--- config.mk ---
export PLATFORM = sky130hd
export DESIGN_NAME = tce_mac
export DESIGN_NICKNAME = d
export VERILOG_FILES = /design/src/rtl/tce_pkg.sv /design/src/rtl/tce_mac.sv
export SDC_FILE = /design/constraint.sdc
export NUM_CORES = 2
export LEC_CHECK = 0
export ABC_AREA = 0
export BUFFER_PORTS_ARGS = -buffer_cell sky130_fd_sc_hd__buf_2
export CAP_MARGIN = 15
export CORE_ASPECT_RATIO = 0.7
export CORE_UTILIZATION = 50
export CTS_CLUSTER_DIAMETER = 150
export DETAILED_ROUTE_END_ITERATION = 8
export PLACE_DENSITY_LB_ADDON = 0.3
export SYNTH_ARGS = -nofsm -noshare
export SYNTH_HDL_FRONTEND = slang
export SYNTH_SLANG_ARGS = --single-unit
--- constraint.sdc ---
create_clock -name clk -period 11.01 [get_ports clk]
set_clock_uncertainty 0.05 [all_clocks]
set_input_delay 0 -clock clk [delete_from_list [all_inputs] [get_ports clk]]
set_output_delay 0 -clock clk [all_outputs]
set_load 0.05 [all_outputs]
--- src/rtl/tce_pkg.sv ---
// Shared types, constants and the fixed micro-program of the tetrad covariance block
package tce_pkg;

    localparam int SCR_W    = 54;
    localparam int ACC_W    = 104;
    localparam int CHUNK_W  = 27;
    localparam int SCR_AW   = 6;
    localparam int SCR_DEPTH = 50;
    localparam int LD_COUNT = 24;
    localparam int PROG_LEN = 102;
    localparam int PC_W     = 7;

    typedef struct packed {
        logic               op;
        logic        [5:0]  entry_row;
        logic        [5:0]  entry_col;
        logic signed [23:0] entry_value;
        logic        [5:0]  first_p;
        logic        [5:0]  first_q;
        logic        [5:0]  first_r;
        logic        [5:0]  first_s;
        logic        [5:0]  second_u;
        logic        [5:0]  second_v;
        logic        [5:0]  second_w;
        logic        [5:0]  second_z;
    } req_t;

    typedef struct packed {
        logic signed [63:0] cov_value;
        logic               saturated;
    } rsp_t;

    localparam logic REQ_WRITE = 1'b0;
    localparam logic REQ_QUERY = 1'b1;

    // index selectors into a query
    localparam logic [2:0] SEL_P = 3'd0;
    localparam logic [2:0] SEL_Q = 3'd1;
    localparam logic [2:0] SEL_R = 3'd2;
    localparam logic [2:0] SEL_S = 3'd3;
    localparam logic [2:0] SEL_U = 3'd4;
    localparam logic [2:0] SEL_V = 3'd5;
    localparam logic [2:0] SEL_W = 3'd6;
    localparam logic [2:0] SEL_Z = 3'd7;

    localparam logic [2:0] LD_ROW_SEL [LD_COUNT] = '{
        SEL_P, SEL_P, SEL_Q, SEL_Q,
        SEL_U, SEL_U, SEL_V, SEL_V,
        SEL_P, SEL_P, SEL_Q, SEL_Q,
        SEL_R, SEL_R, SEL_S, SEL_S,
        SEL_P, SEL_P, SEL_Q, SEL_Q,
        SEL_R, SEL_R, SEL_S, SEL_S
    };

    localparam logic [2:0] LD_COL_SEL [LD_COUNT] = '{
        SEL_R, SEL_S, SEL_R, SEL_S,
        SEL_W, SEL_Z, SEL_W, SEL_Z,
        SEL_U, SEL_V, SEL_U, SEL_V,
        SEL_W, SEL_Z, SEL_W, SEL_Z,
        SEL_W, SEL_Z, SEL_W, SEL_Z,
        SEL_U, SEL_V, SEL_U, SEL_V
    };

    localparam logic [1:0] OP_MAC   = 2'd0;
    localparam logic [1:0] OP_STORE = 2'd1;
    localparam logic [1:0] OP_END   = 2'd2;

    typedef struct packed {
        logic [1:0]        op;
        logic [SCR_AW-1:0] a;
        logic [SCR_AW-1:0] b;
        logic              first;
        logic              sub;
    } instr_t;

    typedef instr_t [PROG_LEN-1:0] prog_t;

    typedef struct packed {
        logic       clear;
        logic       mul_en;
        logic [1:0] chunk;
        logic       sub;
        logic       rnd;
    } mac_ctrl_t;

    localparam logic [SCR_AW-1:0] SLOT_D1 = 6'd48;
    localparam logic [SCR_AW-1:0] SLOT_D2 = 6'd49;

    function automatic logic [SCR_AW-1:0] slot_ab(int a, int b);
        return SCR_AW'(a * 2 + b);
    endfunction

    function automatic logic [SCR_AW-1:0] slot_cd(int c, int d);
        return SCR_AW'(4 + c * 2 + d);
    endfunction

    function automatic logic [SCR_AW-1:0] slot_ac(int a, int c);
        return SCR_AW'(8 + a * 2 + c);
    endfunction

    function automatic logic [SCR_AW-1:0] slot_bd(int b, int d);
        return SCR_AW'(12 + b * 2 + d);
    endfunction

    function automatic logic [SCR_AW-1:0] slot_ad(int a, int d);
        return SCR_AW'(16 + a * 2 + d);
    endfunction

    function automatic logic [SCR_AW-1:0] slot_bc(int b, int c);
        return SCR_AW'(20 + b * 2 + c);
    endfunction

    // fourth moment m(a,b,c,d), a in {p,q}, b in {r,s}, c in {u,v}, d in {w,z}
    function automatic logic [SCR_AW-1:0] slot_m(int a, int b, int c, int d);
        return SCR_AW'(24 + (a * 2 + c) * 4 + b * 2 + d);
    endfunction

    // S(p,b)S(v,d)
    function automatic logic [SCR_AW-1:0] slot_pv(int b, int d);
        return SCR_AW'(40 + b * 2 + d);
    endfunction

    // S(u,d)S(q,b)
    function automatic logic [SCR_AW-1:0] slot_uq(int b, int d);
        return SCR_AW'(44 + b * 2 + d);
    endfunction

    function automatic instr_t mk(logic [1:0] op, logic [SCR_AW-1:0] a,
                                  logic [SCR_AW-1:0] b, logic first, logic sub);
        instr_t i;
        i.op    = op;
        i.a     = a;
        i.b     = b;
        i.first = first;
        i.sub   = sub;
        return i;
    endfunction

    function automatic prog_t build_prog();
        prog_t pg;
        int    n;
        pg = '0;
        n  = 0;
        for (int a = 0; a < 2; a++) begin
            for (int c = 0; c < 2; c++) begin
                for (int b = 0; b < 2; b++) begin
                    for (int d = 0; d < 2; d++) begin
                        pg[n] = mk(OP_MAC, slot_ab(a, b), slot_cd(c, d), 1'b1, 1'b0);
                        pg[n + 1] = mk(OP_MAC, slot_ac(a, c), slot_bd(b, d), 1'b0, 1'b0);
                        pg[n + 2] = mk(OP_MAC, slot_ad(a, d), slot_bc(b, c), 1'b0, 1'b0);
                        pg[n + 3] = mk(OP_STORE, slot_m(a, b, c, d), '0, 1'b0, 1'b0);
                        n = n + 4;
                    end
                end
            end
        end
        for (int b = 0; b < 2; b++) begin
            for (int d = 0; d < 2; d++) begin
                pg[n]     = mk(OP_MAC, slot_ab(0, b), slot_cd(1, d), 1'b1, 1'b0);
                pg[n + 1] = mk(OP_STORE, slot_pv(b, d), '0, 1'b0, 1'b0);
                pg[n + 2] = mk(OP_MAC, slot_cd(0, d), slot_ab(1, b), 1'b1, 1'b0);
                pg[n + 3] = mk(OP_STORE, slot_uq(b, d), '0, 1'b0, 1'b0);
                n = n + 4;
            end
        end
        pg[n]     = mk(OP_MAC, slot_ab(0, 0), slot_ab(1, 1), 1'b1, 1'b0);
        pg[n + 1] = mk(OP_MAC, slot_ab(0, 1), slot_ab(1, 0), 1'b0, 1'b1);
        pg[n + 2] = mk(OP_STORE, SLOT_D1, '0, 1'b0, 1'b0);
        pg[n + 3] = mk(OP_MAC, slot_cd(0, 0), slot_cd(1, 1), 1'b1, 1'b0);
        pg[n + 4] = mk(OP_MAC, slot_cd(0, 1), slot_cd(1, 0), 1'b0, 1'b1);
        pg[n + 5] = mk(OP_STORE, SLOT_D2, '0, 1'b0, 1'b0);
        n = n + 6;
        for (int b = 0; b < 2; b++) begin
            for (int d = 0; d < 2; d++) begin
                pg[n] = mk(OP_MAC, slot_m(0, b, 0, d), slot_m(1, 1 - b, 1, 1 - d),
                           (n == 86) ? 1'b1 : 1'b0, 1'((b + d) % 2));
                n = n + 1;
            end
        end
        for (int b = 0; b < 2; b++) begin
            for (int d = 0; d < 2; d++) begin
                pg[n] = mk(OP_MAC, slot_pv(b, 1 - d), slot_m(1, 1 - b, 0, d),
                           1'b0, 1'((b + d) % 2));
                n = n + 1;
            end
        end
        for (int b = 0; b < 2; b++) begin
            for (int d = 0; d < 2; d++) begin
                pg[n] = mk(OP_MAC, slot_uq(1 - b, d), slot_m(0, b, 1, 1 - d),
                           1'b0, 1'((b + d) % 2));
                n = n + 1;
            end
        end
        for (int k = 0; k < 3; k++) begin
            pg[n] = mk(OP_MAC, SLOT_D1, SLOT_D2, 1'b0, 1'b1);
            n = n + 1;
        end
        pg[n] = mk(OP_END, '0, '0, 1'b0, 1'b0);
        return pg;
    endfunction

    localparam prog_t PROG = build_prog();

    function automatic logic [5:0] sel_index(req_t q, logic [2:0] sel);
        logic [5:0] r;
        case (sel)
            SEL_P:   r = q.first_p;
            SEL_Q:   r = q.first_q;
            SEL_R:   r = q.first_r;
            SEL_S:   r = q.first_s;
            SEL_U:   r = q.second_u;
            SEL_V:   r = q.second_v;
            SEL_W:   r = q.second_w;
            SEL_Z:   r = q.second_z;
            default: r = q.first_p;
        endcase
        return r;
    endfunction

endpackage

--- src/rtl/tce_mac.sv ---
// Shared multiply-accumulate unit: 28x28 partial products, wide accumulator, rounding
module tce_mac
    import tce_pkg::*;
(
    input  logic             clk,
    input  logic             rst_n,
    input  mac_ctrl_t        ctrl,
    input  logic [SCR_W-1:0] opa,
    input  logic [SCR_W-1:0] opb,
    output logic [SCR_W-1:0] acc_low,
    output rsp_t             result
);

    localparam logic [ACC_W-1:0] HALF = ACC_W'(64'h8000_0000);

    logic signed [27:0]  a_part;
    logic signed [27:0]  b_part;
    logic signed [55:0]  prod;
    logic [55:0]         prod_reg;
    logic [1:0]          pchunk_reg;
    logic                psub_reg;
    logic                pvld_reg;
    logic [ACC_W-1:0]    acc_reg;
    logic [ACC_W-1:0]    acc_next;
    logic [ACC_W-1:0]    ext;
    logic [ACC_W-1:0]    addend;
    logic [ACC_W-1:0]    rnd_reg;
    logic [8:0]          top;
    logic                sat;

    assign a_part = ctrl.chunk[0] ? {opa[SCR_W-1], opa[SCR_W-1:CHUNK_W]}
                                  : {1'b0, opa[CHUNK_W-1:0]};
    assign b_part = ctrl.chunk[1] ? {opb[SCR_W-1], opb[SCR_W-1:CHUNK_W]}
                                  : {1'b0, opb[CHUNK_W-1:0]};
    assign prod   = a_part * b_part;

    assign ext = {{(ACC_W-56){prod_reg[55]}}, prod_reg};

    always_comb
    begin
        case (pchunk_reg)
            2'b00:   addend = ext;
            2'b01:   addend = ext << CHUNK_W;
            2'b10:   addend = ext << CHUNK_W;
            default: addend = ext << (2 * CHUNK_W);
        endcase
        acc_next = acc_reg;
        if (ctrl.clear)
        begin
            acc_next = '0;
        end
        else if (pvld_reg)
        begin
            acc_next = psub_reg ? acc_reg - addend : acc_reg + addend;
        end
    end

    always_ff @(posedge clk or negedge rst_n)
    begin
        if (!rst_n)
        begin
            pvld_reg <= 1'b0;
        end
        else
        begin
            pvld_reg <= ctrl.mul_en;
        end
    end

    always_ff @(posedge clk)
    begin
        if (ctrl.mul_en)
        begin
            prod_reg   <= prod;
            pchunk_reg <= ctrl.chunk;
            psub_reg   <= ctrl.sub;
        end
        acc_reg <= acc_next;
        if (ctrl.rnd)
        begin
            rnd_reg <= acc_reg + HALF;
        end
    end

    assign acc_low = acc_reg[SCR_W-1:0];

    assign top = rnd_reg[ACC_W-1:95];
    assign sat = !((&top) || !(|top));

    always_comb
    begin
        result.saturated = sat;
        if (!sat)
        begin
            result.cov_value = rnd_reg[95:32];
        end
        else if (rnd_reg[ACC_W-1])
        begin
            result.cov_value = {1'b1, 63'd0};
        end
        else
        begin
            result.cov_value = {1'b0, {63{1'b1}}};
        end
    end

endmodule

# After elaboration in Yosys (flattened, before gate mapping)
# Index checks and enable logic that the tools add are counted.
[classes] multipliers=1 eq_ne=2 n_mux=6 addsub=3 magnitude_cmp=0 n_reduce_logical=7 n_shift=0 n_div=0 n_bitwise=0
[ops] operator="$pmux W104 S2" count=1
[ops] operator="$mux W64" count=2
[ops] operator="$add A104 B104 Y104" count=1
[ops] operator="$add A104 B32 Y104 const B" count=1
[ops] operator="$mux W104" count=1
[ops] operator="$sub A104 B104 Y104" count=1
[ops] operator="$mul A28 B28 Y56" count=1
[ops] operator="$mux W28" count=2
[ops] operator="$reduce_and A9 Y1" count=1
[ops] operator="$reduce_or A9 Y1" count=1
[ops] operator="$eq A2 B1 Y1 const B" count=1
[ops] operator="$eq A2 B2 Y1 const B" count=1
[ops] operator="$logic_not A1 Y1" count=2
[ops] operator="$logic_not A2 Y1" count=1
[ops] operator="$reduce_or A2 Y1" count=1
[ops] operator="$logic_or A1 B1 Y1" count=1
[totals] ram_bits=0 out_inout_bits=119 romBits=0 ff_bits=268 in_bits=116 latchBits=0 wordCells=25 mem_count=0

# Logic depth before layout (Yosys ltp)
[depth] depth_word=5 ltp_mapped=32 depth_no_buf=29

# Worst setup path after synthesis
# Ideal clock, no wire load.
[synth_timing] path_kind="input-to-reg" startpoint="input ctrl[3] (netlist bit)" endpoint="register prod_reg[52] (data pin)" t_required_ps=10701 path_buffers=2 path_slack_ps=2499 arrival_ps=8202 stages=30 setup_ps=259 path_cell_list="clkbuf_1 -> buf_1 -> mux2_2 -> nand2_1 -> inv_1 -> fa_1 -> inv_1 -> fa_1 -> inv_1 -> fa_1 -> fa_1 -> inv_1 -> fa_1 -> inv_1 -> fa_1 -> inv_1 -> fa_1 -> inv_1 -> ha_1 -> ha_1 -> a21o_1 -> a21o_1 -> a21oi_1 -> nor2b_1 -> o21a_1 -> o21ai_0 -> nand2b_1 -> a21oi_1 -> o21ai_0 -> xnor2_1"
[synth_via] elab_chain_cells=2
[synth_rtl] item="start: declaration" line_no="tce_mac.sv:7" text="input mac_ctrl_t ctrl,"
[synth_rtl] item="$mux W28" line_no="tce_mac.sv:33" text="assign b_part = ctrl.chunk[1] ? {opb[SCR_W-1], opb[SCR_W-1:CHUNK_W]}"
[synth_rtl] item="$mul A28 B28 Y56" line_no="tce_mac.sv:35" text="assign prod = a_part * b_part;"
[synth_rtl] item="via prod[52]" line_no="tce_mac.sv:18" text="logic signed [55:0] prod;"
[synth_rtl] item="end signal: assignment" line_no="tce_mac.sv:74" text="prod_reg <= prod;"
[synth_rtl] item="end: declaration" line_no="tce_mac.sv:19" text="logic [55:0] prod_reg;"
# The timed path passes the listed nets, and every way through them passes these cells.
# A chain may end at the register's enable or synchronous reset.

# Worst setup path in the final report
[layout_timing] startpoint="input ctrl[3] (netlist bit)" endpoint="register prod_reg[55] (data pin)"
# Same word-level chain as after synthesis.

==> impl_metrics.json <==
{
  "max_freq_mhz": 106,
  "r2r-start": "pchunk_reg[1]",
  "routed_wirelength_microns": 156000,
  "grt_usage": 0.315,
  "synth-seq-cells": 236,
  "tightest_slew_ns": 1.35,
  "start_util": 0.504,
  "startpoint_type": "input port",
  "clk_latency_ns": 0.62,
  "antenna_found_initial": 7,
  "yosys.cell_types.count": 92,
  "hold_viol": 0,
  "final_max_slew_viol_count": 0,
  "layout.nets": 6835,
  "ctsResizeCount": 0,
  "num_vias": 40689,
  "synth.area.mux_share": 0.0337,
  "chipWidth_microns": 374,
  "rows": 95,
  "synth_most_common_cell": "fa_1",
  "dr.first_iter.drc_count": 4619,
  "synth.avg_cell_area_sq_um": 8.69,
  "grt_pass1_vias": 38942,
  "core_sq_mm": 0.0959,
  "crit_start": "ctrl[3]",
  "gp_congestion": 1.01,
  "io-pin-count": 235,
  "fin_crit_ns": 9.47,
  "ys_seq_area_frac": 0.125,
  "remaining_drc_errors": 0,
  "synth.net_count": 6793,
  "h-tree-depth": 1,
  "relSlewSlack": 0.0882,
  "synth_xor_xnor_area_share": 0.0547,
  "yosys.area.top_type": "fa_1",
  "slowest_delay_ns": 0.87,
  "cts.clk_slew.worst_paths_ns": 0.06,
  "setup_tns_ns": 0,
  "die-area_sq_mm": 0.0979,
  "grt_overflow": 0,
  "setup_violations": 0,
  "clock_sinks": 236,
  "rsz0062_at_grt": "false",
  "synth-simple-area-share": 0.158,
  "worstHoldStart": "opa[27]",
  "detail-route-antenna-nets": 0,
  "post_cts_buffers": 0,
  "synth-edff-count": 131,
  "ys_top_cells_by_area": "fa_1, edfxtp_1, ha_1",
  "cts_buffers": 29,
  "cts_max_path_buffers": 3,
  "synthToLayoutAreaGrowth_pct": 6.39,
  "worstSetupPathType": "input port to register",
  "synthCells": 5561,
  "pre_cts_slack_ns": 1.72,
  "cp_top_family": "adder cells",
  "yosys-top-cells-count": "fa_1, inv_1, nor2_1",
  "yosys.area_share.adder": 0.417,
  "drv_cap": 0,
  "yosys_most_used_dff": "edfxtp_1",
  "portBuffers": 234,
  "grt_pass1_wl_microns": 236000,
  "place_hpwl_microns": 126000,
  "synth_top_family_by_area": "adder cells",
  "ys_warn_count": 0,
  "worst_hold_path_type": "input port to register",
  "async_flop_share": 0.00424,
  "cp-end-kind": "register",
  "grt_max_degree": 90,
  "yosys.area.top_type_share": 0.341,
  "synth-compound-area-share": 0.120,
  "drtPass1Iterations": 7,
  "crit_buf_inv": 4,
  "setup_slack_ns": 1.54,
  "status": "finished, final reports clean",
  "root_buffer": "clkbuf_16",
  "period_share": 0.860,
  "crit_arrival_ns": 9.78,
  "cp.required_ns": 11.32,
  "cts_tree": "yes",
  "drive_gt1_frac": 0.0838,
  "die-height_microns": 262,
  "largest_register_ffs": 104,
  "viasPerCell": 5.91,
  "critPathMaxFanout": 27,
  "syn_area_sq_mm": 0.0483,
  "wire_per_inst_microns": 22.6,
  "path_common_cell": "fa_1",
  "slowest_stage": "and2_1"
}
through the flow:
step                      hold WS [ns]  cells  instance area, sq um   util
after floorplan                 -0.346   5561                 48300      -
after global placement          -0.256   6822                 50400  0.525
after detailed placement        -0.256   6824                 50400  0.525
after CTS                       0.0205   6881                 51400  0.536
after global routing            0.0570   6884                 51400  0.536
final                           0.0744   6886                 51400  0.536
worst register-to-register path: cells and delay by family, from the launching register on:
kind / cells / cell delay, ns
AOI/OAI and AO/OA: 7 / 2.37
xor gates and xnor gates: 1 / 0.20
and+or+nand+nor: 9 / 2.57
adders and majority gates: 2 / 0.83
buffers and inverters: 2 / 1.33
DFF: 1 / 0.56
layout make-up:
cell class / instances / area, sq um
multi-input cells: 4200 / 37900
inverters: 813 / 3050
clock inverters: 17 / 184
flip-flops and latches: 236 / 6040
repair buffers: 323 / 1860
clock buffers: 34 / 764
well taps: 1261 / 1580
fillers: 8861 / 44500
diodes: 2 / 5.00
cell families after synthesis:
logic type	after synthesis
flip-flops	236
adder cells (fa/ha/maj)	1116
AO/OA/AOI/OAI	878
multiplexers	157
XOR/XNOR	302
buffers and inverters	1125
AND/OR/NAND/NOR	1747
timing repair:
action / in CTS / in global routing
hold buffers: 6 / 0
endpoints found under the hold margin: 52 / 0
setup endpoints to repair: 0 / 0
routing by layer:
layer	part of all wire	wire length [microns]	global-route usage	vias to the layer above
met5	0.00055	85	0	-
met4	0.030	4700	0.0863	4
met3	0.12	18300	0.0743	298
met2	0.41	64400	0.448	2055
met1	0.44	68000	0.475	20304
li1	-	-	-	18028
worst paths after layout:
| kind | endpoint | slack (ns) | cells past startpoint |
|---|---|---|---|
| worst max register to register | acc_reg[100] | 2.99 | 21 |
| worst min register to register | acc_reg[90] | 0.45 | 2 |
| worst min-delay path | prod_reg[0] | 0.07 | 3 |
| max in group asynchronous | pvld_reg | 10.56 | 3 |
| min in group asynchronous | pvld_reg | 0.22 | 3 |
| worst max-delay path | prod_reg[55] | 1.54 | 26 |
cells in the final DEF (no fill, tap or decap), drive strengths merged, types with 10 or more instances in the layout:
cell and n:
mux2 46, a21oi 249, or2 17, and4 12, o21ai 161, buf 316, clkbuf 35, a41oi 10
and3 48, o31ai 13, nor4 22, nand2 590, dfxtp 104, or3 21, nor2 728, fa 824
nand4 62, inv 816, nor3 58, a221oi 17, nand2b 34, a21o 150, o21bai 38, a22oi 35
a221o 17, edfxtp 131, mux2i 111, a31oi 32, nand3 67, and2 20, o21a 31, xor2 100
a211oi 17, ha 292, xnor2 202, nor2b 38, o211ai 19
Power is left out: the tool's default activity adds up to more than one toggle a clock period on the data nets, which glitch-free logic cannot reach.
